<file path="src/socket_buffer_allocator_top_macros.svh">
// Assertion helpers for the buffer allocator.
`ifndef SOCKET_BUFFER_ALLOCATOR_TOP_MACROS_SVH
`define SOCKET_BUFFER_ALLOCATOR_TOP_MACROS_SVH

// Same-cycle implication, checked out of reset.
`define SBA_ASSERT_NOW(lbl, clk, rst_n, ante, cons) \
    lbl: assert property (@(posedge clk) disable iff (!rst_n) (ante) |-> (cons)) \
        else $error("allocator check failed");

// Next-cycle implication, checked out of reset.
`define SBA_ASSERT_NEXT(lbl, clk, rst_n, ante, cons) \
    lbl: assert property (@(posedge clk) disable iff (!rst_n) (ante) |=> (cons)) \
        else $error("allocator check failed");

`endif

</file>
<file path="src/sba_pkg.sv">
package sba_pkg;

    // request kinds
    localparam logic MODE_ALLOC = 1'b0;
    localparam logic MODE_FREE  = 1'b1;

    // result status codes
    localparam logic [1:0] STAT_OK       = 2'd0;
    localparam logic [1:0] STAT_NONE     = 2'd1;
    localparam logic [1:0] STAT_ALREADY  = 2'd2;

    // configuration register indexes
    localparam logic CFG_POOL_IN_USE = 1'b0;
    localparam logic CFG_SMALL_LIMIT = 1'b1;

    // field widths
    localparam int COUNT_W = 6;
    localparam int SIZE_W  = 16;

    // write command to a bank of busy flags
    typedef struct packed {
        logic we;
        logic val;
    } t_flag_cmd;

endpackage

</file>
<file path="src/sba_wrap.sv">
// Shared compare-and-subtract step: reduces a value by the modulus once.
module sba_wrap #(
    parameter int VW = 6
) (
    input  logic [VW-1:0]                i_val,
    input  logic [sba_pkg::COUNT_W-1:0]  i_mod,
    output logic [VW-1:0]                o_val,
    output logic                         o_ge
);
    import sba_pkg::*;

    localparam int WW = (VW > COUNT_W) ? VW : COUNT_W;

    logic [WW-1:0] w_a;
    logic [WW-1:0] w_m;
    logic [WW-1:0] w_diff;

    assign w_a    = WW'(i_val);
    assign w_m    = WW'(i_mod);
    assign w_diff = w_a - w_m;
    assign o_ge   = (w_a >= w_m);
    assign o_val  = o_ge ? VW'(w_diff) : i_val;
endmodule

</file>
<file path="src/sba_pool_flags.sv">
// Busy flags of the shared pool, one read/write address per cycle.
module sba_pool_flags #(
    parameter int POOL_DEPTH = 32,
    parameter int PW         = 5
) (
    input  logic                 i_clk,
    input  logic                 i_rst_n,
    input  logic [PW-1:0]        i_addr,
    input  sba_pkg::t_flag_cmd   i_cmd,
    output logic                 o_busy
);
    import sba_pkg::*;

    logic r_busy [POOL_DEPTH];

    // flags clear at reset; a write hits the addressed entry
    always_ff @(posedge i_clk) begin
        if (!i_rst_n) begin
            for (int k = 0; k < POOL_DEPTH; k++) begin
                r_busy[k] <= 1'b0;
            end
        end else if (i_cmd.we && (int'(i_addr) < POOL_DEPTH)) begin
            r_busy[i_addr] <= i_cmd.val;
        end
    end

    assign o_busy = (int'(i_addr) < POOL_DEPTH) ? r_busy[i_addr] : 1'b0;
endmodule

</file>
<file path="src/sba_small_flags.sv">
// Busy flags of the per-socket small receive and transmit buffers.
module sba_small_flags #(
    parameter int SOCKETS = 16,
    parameter int SW      = 4
) (
    input  logic                 i_clk,
    input  logic                 i_rst_n,
    input  logic [SW-1:0]        i_addr,
    input  logic                 i_dir,
    input  sba_pkg::t_flag_cmd   i_cmd,
    output logic                 o_busy
);
    import sba_pkg::*;

    logic r_rx_busy [SOCKETS];
    logic r_tx_busy [SOCKETS];
    logic w_in_range;

    assign w_in_range = (int'(i_addr) < SOCKETS);

    always_ff @(posedge i_clk) begin
        if (!i_rst_n) begin
            for (int k = 0; k < SOCKETS; k++) begin
                r_rx_busy[k] <= 1'b0;
                r_tx_busy[k] <= 1'b0;
            end
        end else if (i_cmd.we && w_in_range) begin
            if (i_dir) begin
                r_tx_busy[i_addr] <= i_cmd.val;
            end else begin
                r_rx_busy[i_addr] <= i_cmd.val;
            end
        end
    end

    always_comb begin
        o_busy = 1'b0;
        if (w_in_range) begin
            o_busy = i_dir ? r_tx_busy[i_addr] : r_rx_busy[i_addr];
        end
    end
endmodule

</file>
<file path="src/socket_buffer_allocator_top.sv">
// Socket buffer allocator. Each request word (allocate or free) yields one result
// word. A free, or an allocate served by the socket's own small buffer or
// failing on an empty pool, passes through the exec state to the response state,
// which registers the result word. An allocate that searches the shared pool goes
// from exec through a normalise state, taking k wrap steps to bring the starting
// position below n (n = pool entries in use; k is 0 or 1, more only right after n
// was made smaller), and then a search state that visits s entries (1 to n). The
// search walks one entry a cycle through a single compare-subtract wrap unit. The
// response state waits while an earlier result word is held by the output. The
// input is not ready while a request is in progress. Writing the in-use count
// clamps it to 1..POOL_DEPTH (at most 63) and resets the free count to it.
module socket_buffer_allocator_top #(
    parameter int SOCKETS    = 16,
    parameter int POOL_DEPTH = 32
) (
    input  logic                          i_clk,
    input  logic                          i_rst_n,
    // request stream
    input  logic                          s_axis_tvalid,
    output logic                          s_axis_tready,
    // tdata: socket[3:0], direction[4], request_size[20:5],
    //        handle_is_shared[21], handle_pool_index[26:22], zero fill
    input  logic [31:0]                   s_axis_tdata,
    // tuser: mode[0]
    input  logic [0:0]                    s_axis_tuser,
    // result stream
    output logic                          m_axis_tvalid,
    input  logic                          m_axis_tready,
    // tdata: status[1:0], granted_is_shared[2], granted_pool_index[7:3],
    //        shared_free_count[13:8], zero fill
    output logic [15:0]                   m_axis_tdata,
    // configuration writes
    input  logic                          i_cfg_we,
    input  logic                          i_cfg_index,
    input  logic [sba_pkg::SIZE_W-1:0]    i_cfg_data
);
    import sba_pkg::*;

    localparam int PW      = (POOL_DEPTH > 1) ? $clog2(POOL_DEPTH) : 1;
    localparam int SW      = (SOCKETS > 1) ? $clog2(SOCKETS) : 1;
    localparam int MAX_USE = (POOL_DEPTH < 63) ? POOL_DEPTH : 63;
    localparam logic [COUNT_W-1:0] MAX_USE_W = COUNT_W'(MAX_USE);
    // in-use count after reset: 32, clamped to the pool size
    localparam int RESET_USE = (POOL_DEPTH < 32) ? POOL_DEPTH : 32;
    localparam logic [COUNT_W-1:0] RESET_USE_W = COUNT_W'(RESET_USE);

    typedef enum logic [4:0] {
        ST_IDLE   = 5'b00001,
        ST_EXEC   = 5'b00010,
        ST_NORM   = 5'b00100,
        ST_SEARCH = 5'b01000,
        ST_RESP   = 5'b10000
    } t_state;

    t_state r_state, n_state;

    // captured request
    logic               r_mode;
    logic [3:0]         r_sock;
    logic               r_dir;
    logic [SIZE_W-1:0]  r_size;
    logic               r_shared;
    logic [4:0]         r_pidx;

    // configuration and allocator state
    logic [COUNT_W-1:0] r_in_use, n_in_use;
    logic [SIZE_W-1:0]  r_limit, n_limit;
    logic [COUNT_W-1:0] r_free, n_free;
    logic [PW-1:0]      r_sp, n_sp;
    logic [PW:0]        r_cand, n_cand;
    logic [COUNT_W-1:0] r_iter, n_iter;

    // pending result
    logic [1:0]         r_status, n_status;
    logic               r_gshared, n_gshared;
    logic [PW-1:0]      r_gidx, n_gidx;

    // output register
    logic               r_ovalid, n_ovalid;
    logic [15:0]        r_odata, n_odata;

    // flag banks and wrap unit
    t_flag_cmd          w_pool_cmd, w_small_cmd;
    logic [PW-1:0]      w_pool_addr;
    logic               w_pool_busy, w_small_busy;
    logic               w_sock_ok, w_pidx_ok;
    logic [PW:0]        w_wrap_in, w_wrap_out;
    logic               w_wrap_ge;
    logic [COUNT_W-1:0] w_cfg_use;

    assign w_sock_ok = (int'(r_sock) < SOCKETS);
    assign w_pidx_ok = (int'(r_pidx) < POOL_DEPTH);

    // one pool address: the freed handle during exec, else the search position
    assign w_pool_addr = (r_state == ST_EXEC) ? PW'(r_pidx) : r_cand[PW-1:0];
    assign w_wrap_in   = (r_state == ST_SEARCH) ? (r_cand + 1'b1) : r_cand;

    sba_pool_flags #(
        .POOL_DEPTH (POOL_DEPTH),
        .PW         (PW)
    ) u_pool (
        .i_clk   (i_clk),
        .i_rst_n (i_rst_n),
        .i_addr  (w_pool_addr),
        .i_cmd   (w_pool_cmd),
        .o_busy  (w_pool_busy)
    );

    sba_small_flags #(
        .SOCKETS (SOCKETS),
        .SW      (SW)
    ) u_small (
        .i_clk   (i_clk),
        .i_rst_n (i_rst_n),
        .i_addr  (SW'(r_sock)),
        .i_dir   (r_dir),
        .i_cmd   (w_small_cmd),
        .o_busy  (w_small_busy)
    );

    sba_wrap #(
        .VW (PW + 1)
    ) u_wrap (
        .i_val (w_wrap_in),
        .i_mod (r_in_use),
        .o_val (w_wrap_out),
        .o_ge  (w_wrap_ge)
    );

    // clamp of a written in-use count
    always_comb begin
        w_cfg_use = i_cfg_data[COUNT_W-1:0];
        if (w_cfg_use == '0) begin
            w_cfg_use = COUNT_W'(1);
        end else if (w_cfg_use > MAX_USE_W) begin
            w_cfg_use = MAX_USE_W;
        end
    end

    // sequencer
    always_comb begin
        n_state     = r_state;
        n_in_use    = r_in_use;
        n_limit     = r_limit;
        n_free      = r_free;
        n_sp        = r_sp;
        n_cand      = r_cand;
        n_iter      = r_iter;
        n_status    = r_status;
        n_gshared   = r_gshared;
        n_gidx      = r_gidx;
        n_ovalid    = r_ovalid;
        n_odata     = r_odata;
        w_pool_cmd  = '0;
        w_small_cmd = '0;

        if (r_ovalid && m_axis_tready) begin
            n_ovalid = 1'b0;
        end

        unique case (r_state)
            ST_IDLE: begin
                if (s_axis_tvalid) begin
                    n_state = ST_EXEC;
                end
            end
            ST_EXEC: begin
                n_status  = STAT_ALREADY;
                n_gshared = 1'b0;
                n_gidx    = '0;
                n_state   = ST_RESP;
                if (r_mode == MODE_ALLOC) begin
                    n_status = STAT_NONE;
                    if (w_sock_ok && !w_small_busy && (r_size <= r_limit)) begin
                        w_small_cmd = '{we: 1'b1, val: 1'b1};
                        n_status    = STAT_OK;
                    end else if (r_free == '0) begin
                        // empty pool: fall back to the small buffer at any size
                        if (w_sock_ok && !w_small_busy) begin
                            w_small_cmd = '{we: 1'b1, val: 1'b1};
                            n_status    = STAT_OK;
                        end
                    end else begin
                        n_cand  = {1'b0, r_sp} + 1'b1;
                        n_iter  = '0;
                        n_state = ST_NORM;
                    end
                end else if (r_shared) begin
                    if (w_pidx_ok && w_pool_busy) begin
                        w_pool_cmd = '{we: 1'b1, val: 1'b0};
                        if (r_free < r_in_use) begin
                            n_free = r_free + 1'b1;
                        end
                        n_status = STAT_OK;
                    end
                end else if (w_sock_ok && w_small_busy) begin
                    w_small_cmd = '{we: 1'b1, val: 1'b0};
                    n_status    = STAT_OK;
                end
            end
            ST_NORM: begin
                // bring the first candidate below the in-use count
                if (w_wrap_ge) begin
                    n_cand = w_wrap_out;
                end else begin
                    n_state = ST_SEARCH;
                end
            end
            ST_SEARCH: begin
                n_sp = r_cand[PW-1:0];
                if (!w_pool_busy) begin
                    w_pool_cmd = '{we: 1'b1, val: 1'b1};
                    n_free     = r_free - 1'b1;
                    n_status   = STAT_OK;
                    n_gshared  = 1'b1;
                    n_gidx     = r_cand[PW-1:0];
                    n_state    = ST_RESP;
                end else if (r_iter == (r_in_use - 1'b1)) begin
                    n_state = ST_RESP;
                end else begin
                    n_cand = w_wrap_out;
                    n_iter = r_iter + 1'b1;
                end
            end
            ST_RESP: begin
                if (!r_ovalid || m_axis_tready) begin
                    n_ovalid = 1'b1;
                    n_odata  = {2'b00, r_free, 5'(r_gidx), r_gshared, r_status};
                    n_state  = ST_IDLE;
                end
            end
            default: begin
                n_state = ST_IDLE;
            end
        endcase

        // configuration writes must arrive only while idle; the block does not enforce it
        if (i_cfg_we) begin
            unique case (i_cfg_index)
                CFG_POOL_IN_USE: begin
                    n_in_use = w_cfg_use;
                    n_free   = w_cfg_use;
                end
                CFG_SMALL_LIMIT: begin
                    n_limit = i_cfg_data;
                end
                default: begin
                    n_limit = r_limit;
                end
            endcase
        end
    end

    // control state
    always_ff @(posedge i_clk) begin
        if (!i_rst_n) begin
            r_state  <= ST_IDLE;
            r_in_use <= RESET_USE_W;
            r_limit  <= SIZE_W'(512);
            r_free   <= RESET_USE_W;
            r_sp     <= '0;
            r_ovalid <= 1'b0;
        end else begin
            r_state  <= n_state;
            r_in_use <= n_in_use;
            r_limit  <= n_limit;
            r_free   <= n_free;
            r_sp     <= n_sp;
            r_ovalid <= n_ovalid;
        end
    end

    // payload
    always_ff @(posedge i_clk) begin
        if (s_axis_tvalid && s_axis_tready) begin
            r_mode   <= s_axis_tuser[0];
            r_sock   <= s_axis_tdata[3:0];
            r_dir    <= s_axis_tdata[4];
            r_size   <= s_axis_tdata[20:5];
            r_shared <= s_axis_tdata[21];
            r_pidx   <= s_axis_tdata[26:22];
        end
        r_cand    <= n_cand;
        r_iter    <= n_iter;
        r_status  <= n_status;
        r_gshared <= n_gshared;
        r_gidx    <= n_gidx;
        r_odata   <= n_odata;
    end

    assign s_axis_tready = (r_state == ST_IDLE);
    assign m_axis_tvalid = r_ovalid;
    assign m_axis_tdata  = r_odata;

`include "socket_buffer_allocator_top_macros.svh"

    `SBA_ASSERT_NOW(a_free_bound, i_clk, i_rst_n, 1'b1, r_free <= r_in_use)
    `SBA_ASSERT_NEXT(a_accept_exec, i_clk, i_rst_n, s_axis_tvalid && s_axis_tready, r_state == ST_EXEC)
    `SBA_ASSERT_NOW(a_cand_range, i_clk, i_rst_n, r_state == ST_SEARCH, int'(r_cand) < int'(r_in_use))
    `SBA_ASSERT_NOW(a_grant_ok, i_clk, i_rst_n, r_ovalid && r_odata[2], r_odata[1:0] == STAT_OK)

endmodule
</file>
<file path="config.mk">
export PLATFORM = sky130hd
export DESIGN_NAME = socket_buffer_allocator_top
export DESIGN_NICKNAME = d
export VERILOG_FILES = /design/src/sba_pkg.sv /design/src/sba_wrap.sv /design/src/sba_pool_flags.sv /design/src/sba_small_flags.sv /design/src/socket_buffer_allocator_top.sv
export VERILOG_INCLUDE_DIRS = /design/src /design/src/src
export SDC_FILE = /design/constraint.sdc
export NUM_CORES = 1
export LEC_CHECK = 0
export BUFFER_PORTS_ARGS = -buffer_cell sky130_fd_sc_hd__buf_2
export CAP_MARGIN = 20
export CORE_AREA = 5 5 151 153
export CTS_CLUSTER_DIAMETER = 60
export CTS_CLUSTER_SIZE = 16
export DETAILED_ROUTE_END_ITERATION = 8
export DIE_AREA = 0 0 156 158
export PLACE_DENSITY_LB_ADDON = 0.12
export SYNTH_ARGS = -nofsm -noshare
export SYNTH_HDL_FRONTEND = slang
export SYNTH_SLANG_ARGS = --single-unit
</file>
<file path="constraint.sdc">
create_clock -name i_clk -period 5.2 [get_ports i_clk]
set_input_delay 0.78 -clock i_clk [delete_from_list [all_inputs] [get_ports i_clk]]
set_output_delay 0.78 -clock i_clk [all_outputs]
set_load 0.03 [all_outputs]
</file>
==> results.sh <==
export IMPL_status="finished clean"
export IMPL_cp_depth=14
export IMPL_cts_resized=0
export IMPL_netlist_area_sq_mm=0.00933
export IMPL_cts_max_path_buffers=2
export IMPL_synth_enable_flop_cells=62
export IMPL_post_cts_setup_buffers=0
export IMPL_detail_route_antenna_nets=0
export IMPL_drtIter0Drc=548
export IMPL_grt_total_usage_pct=19.6
export IMPL_finalWirelength_um=23600
export IMPL_finalSetupViolCount=0
export IMPL_synth_top_family_by_area="simple AND/OR/NAND/NOR gates"
export IMPL_grt_pass1_vias=7284
export IMPL_setup_worst_path_start_class="flop"
export IMPL_rsz0062_at_grt="no"
export IMPL_wl_per_cell_um=18.1
export IMPL_hpwl_um=16600
export IMPL_powerDensity_mw_per_mm2=283
export IMPL_vias=7425
export IMPL_netlist_instances=973
export IMPL_tightest_slew_ns=1.00
export IMPL_clock_latency_ns=0.44
export IMPL_cp_max_fo=10
export IMPL_initial_utilization_pct=43.6
export IMPL_cts_hold_fix_buffers=0
export IMPL_yosys_area_share_simple_pct=19.0
export IMPL_layout_setup_ws_ns=0.953
export IMPL_timing_fmax_mhz=235
export IMPL_final_nets=1096
export IMPL_drive_gt1_share_pct=15.5
export IMPL_clock_sinks=169
export IMPL_num_fill_cells=2037
export IMPL_cts_htree_levels=4
export IMPL_grt_pass1_wl_um=38700
export IMPL_reg2regPathDepth=14
export IMPL_maxCapViolations=0
export IMPL_yosys_warnings=0
export IMPL_cp_arrival_ns=4.39
export IMPL_yosys_top_cells_area="dfxtp_1 23%, edfxtp_1 20%, nand2_1 5.5%, mux2i_1 5.0%, ha_1 4.4%"
export IMPL_grt_max_degree=75
export IMPL_finalHoldViolCount=0
export IMPL_routed_via_density=5.71
export IMPL_hold_path_class="reg2reg"
export IMPL_synthArstFlopShare_pct=0
export IMPL_cp_num_buf_inv=2
export IMPL_fin_crit_ns=4.25
export IMPL_synth_fa_ha_area_share_pct=4.64
export IMPL_synth_seq_cells=169
export IMPL_portBuffers=65
export IMPL_ys_seq_area_share_pct=42.9
export IMPL_min_path_cells=0
export IMPL_synth_compound_area_share_pct=16.8
export IMPL_crit_path_frequent_cell="a21oi_1"
export IMPL_power_leakage_nw=3.71
export IMPL_synth_xor_area_share_pct=2.16
export IMPL_synth_ff_type="dfxtp_1"
export IMPL_critPathCaptureType="flop"
export IMPL_fin_worst_skew_ns=0.0159
export IMPL_required_ns=5.34
export IMPL_die_area_sq_mm=0.0246
export IMPL_place_ws_ns=1.09
export IMPL_synth_area_mux_share_pct=9.41
export IMPL_die_y_um=158
export IMPL_path_clk_slew_ns=0.07
export IMPL_ios=73
export IMPL_gp_congestion=0.812
export IMPL_relSlewSlack_pct=33.3
export IMPL_diodes=0
export IMPL_cp_top_family="simple AND/OR/NAND/NOR gates"
export IMPL_antenna_found_initial=0
export IMPL_cts_root_buffer="clkbuf_16"
export IMPL_critPathMaxStageDelay_ns=0.67
export IMPL_core_area_sq_mm=0.0214
export IMPL_period_share_pct=81.7
export IMPL_crit_chain="or4_1, clkinv_1, nand2_1, inv_1, nand3_1, xnor2_1, ha_1, and3_1, a31oi_1, o21ai_0, a21oi_1, mux2_2, nor2_1, a21oi_1"
export IMPL_yosysTopAreaCell="dfxtp_1"
export IMPL_grt_overflow=0
export IMPL_peakVddDrop_mv=0.206
export IMPL_syn_area_per_cell_sq_um=9.59
export IMPL_synth_distinct_cells=81
export IMPL_num_rows=54
export IMPL_crit_type="reg2reg"
export IMPL_setup_tns_ns=0
export IMPL_crit_slowest_cell="a21oi_1"
export IMPL_synth_top_area_share_pct=23.0
export IMPL_cts_tree="built"
export IMPL_area_delta_synth_final_pct=11.4
export IMPL_cts_buffers=17
export IMPL_drc_errors=0
export IMPL_fp_dieW_um=156
export IMPL_finalMaxSlewViolations=0
export IMPL_first_pass_iters=5
[metal layers]
metal / vias to the layer above / part of all wire (%) / GRT usage (%)
met5: - / 0 / 0
li1: 3709 / - / -
met2: 206 / 46 / 31.5
met3: 20 / 5.6 / 3.42
met1: 3490 / 47 / 27.9
met4: 0 / 1.2 / 4.46
[area by class of cell]
cell class	instances	area, sq um	share of cell area [%]
Inverter	40	150	1.44
Clock inverter	15	150	1.44
Tap cell	280	350	3.37
Sequential cell	169	4000	38.5
Clock buffer	17	425	4.09
Multi-Input combinational cell	700	4870	46.8
Timing Repair Buffer	79	450	4.33
[synthesized netlist by cell type, types with 6 or more instances]
| master | instances |
|---|---|
| buf_2 | 10 |
| nand4_1 | 13 |
| dfxtp_1 | 107 |
| a21o_1 | 7 |
| o41ai_1 | 6 |
| nor2_1 | 50 |
| nor2b_1 | 16 |
| o21ai_0 | 31 |
| nand2_1 | 137 |
| nand2b_1 | 12 |
| ha_1 | 33 |
| nand3_1 | 29 |
| a41oi_1 | 23 |
| mux4_2 | 10 |
| o22ai_1 | 9 |
| a211oi_1 | 7 |
| nor3_1 | 13 |
| mux2i_1 | 47 |
| o211ai_1 | 10 |
| xor2_1 | 6 |
| edfxtp_1 | 62 |
| a31o_1 | 15 |
| inv_1 | 38 |
| xnor2_1 | 17 |
| clkbuf_1 | 43 |
| buf_6 | 6 |
| a21oi_1 | 47 |
| mux2_2 | 15 |
| nor4_1 | 36 |
| and3_1 | 12 |
| a31oi_1 | 11 |
[path summary, 6_finish.rpt]
check / startpoint / to / slack [ns]
setup / recovery: r_state[0] / r_cand[4] / 0.95
setup reg to reg: r_state[0] / r_cand[4] / 0.95
hold reg to reg: r_gidx[1] / m_axis_tdata[4] / 0.42
hold / removal: r_gidx[1] / m_axis_tdata[4] / 0.42
[layout by cell type, fill, tap and decap left out, types with 23 or more instances in the layout]
| master | instances |
|---|---|
| a21oi_1 | 47 |
| buf_2 | 65 |
| inv_1 | 38 |
| nand2_1 | 137 |
| a41oi_1 | 23 |
| nor2_1 | 50 |
| ha_1 | 33 |
| edfxtp_1 | 62 |
| nor4_1 | 36 |
| nand3_1 | 29 |
| dfxtp_1 | 107 |
| mux2i_1 | 47 |
| o21ai_0 | 31 |
[through the flow]
| stage | area (sq um) | hold slack [ns] | util [%] | power (mW) | instances |
|---|---|---|---|---|---|
| global route | 10400 | 0.431 | 48.5 | 3.06 | 1300 |
| global placement | 9790 | 0.401 | 45.7 | 1.72 | 1267 |
| finish | 10400 | 0.419 | 48.5 | 2.94 | 1300 |
| CTS | 10400 | 0.422 | 48.4 | 2.97 | 1299 |
| detailed placement | 9790 | 0.405 | 45.7 | 1.72 | 1267 |
| floorplan | 9340 | 0.400 | - | 1.65 | 974 |
[power by group]
part | internal, mW | switching (mW) | total, mW
clock network | 0.641 | 0.600 | 1.24
registers | 1.41 | 0.0458 | 1.45
logic | 0.0964 | 0.151 | 0.248
total | 2.14 | 0.797 | 2.94
[sequential cells by signal, indices dropped and copies added, names as in the netlist, 14 cells and up, named ones only]
name               flops
u_small.r_rx_busy     16
m_axis_tdata          14
r_size                16
u_pool.r_busy         32
r_limit               16
u_small.r_tx_busy     16
[cell families (layout without fill, tap and decap cells)]
kind of cell,Yosys count,in the layout
buf+inv,105,151
other cells,1,2
flops,169,169
mux,73,73
fa+ha+maj,34,34
xor+xnor,23,23
simple gates,352,352
compound gates,216,216
Note: power is estimated with default switching activity, not from simulation.
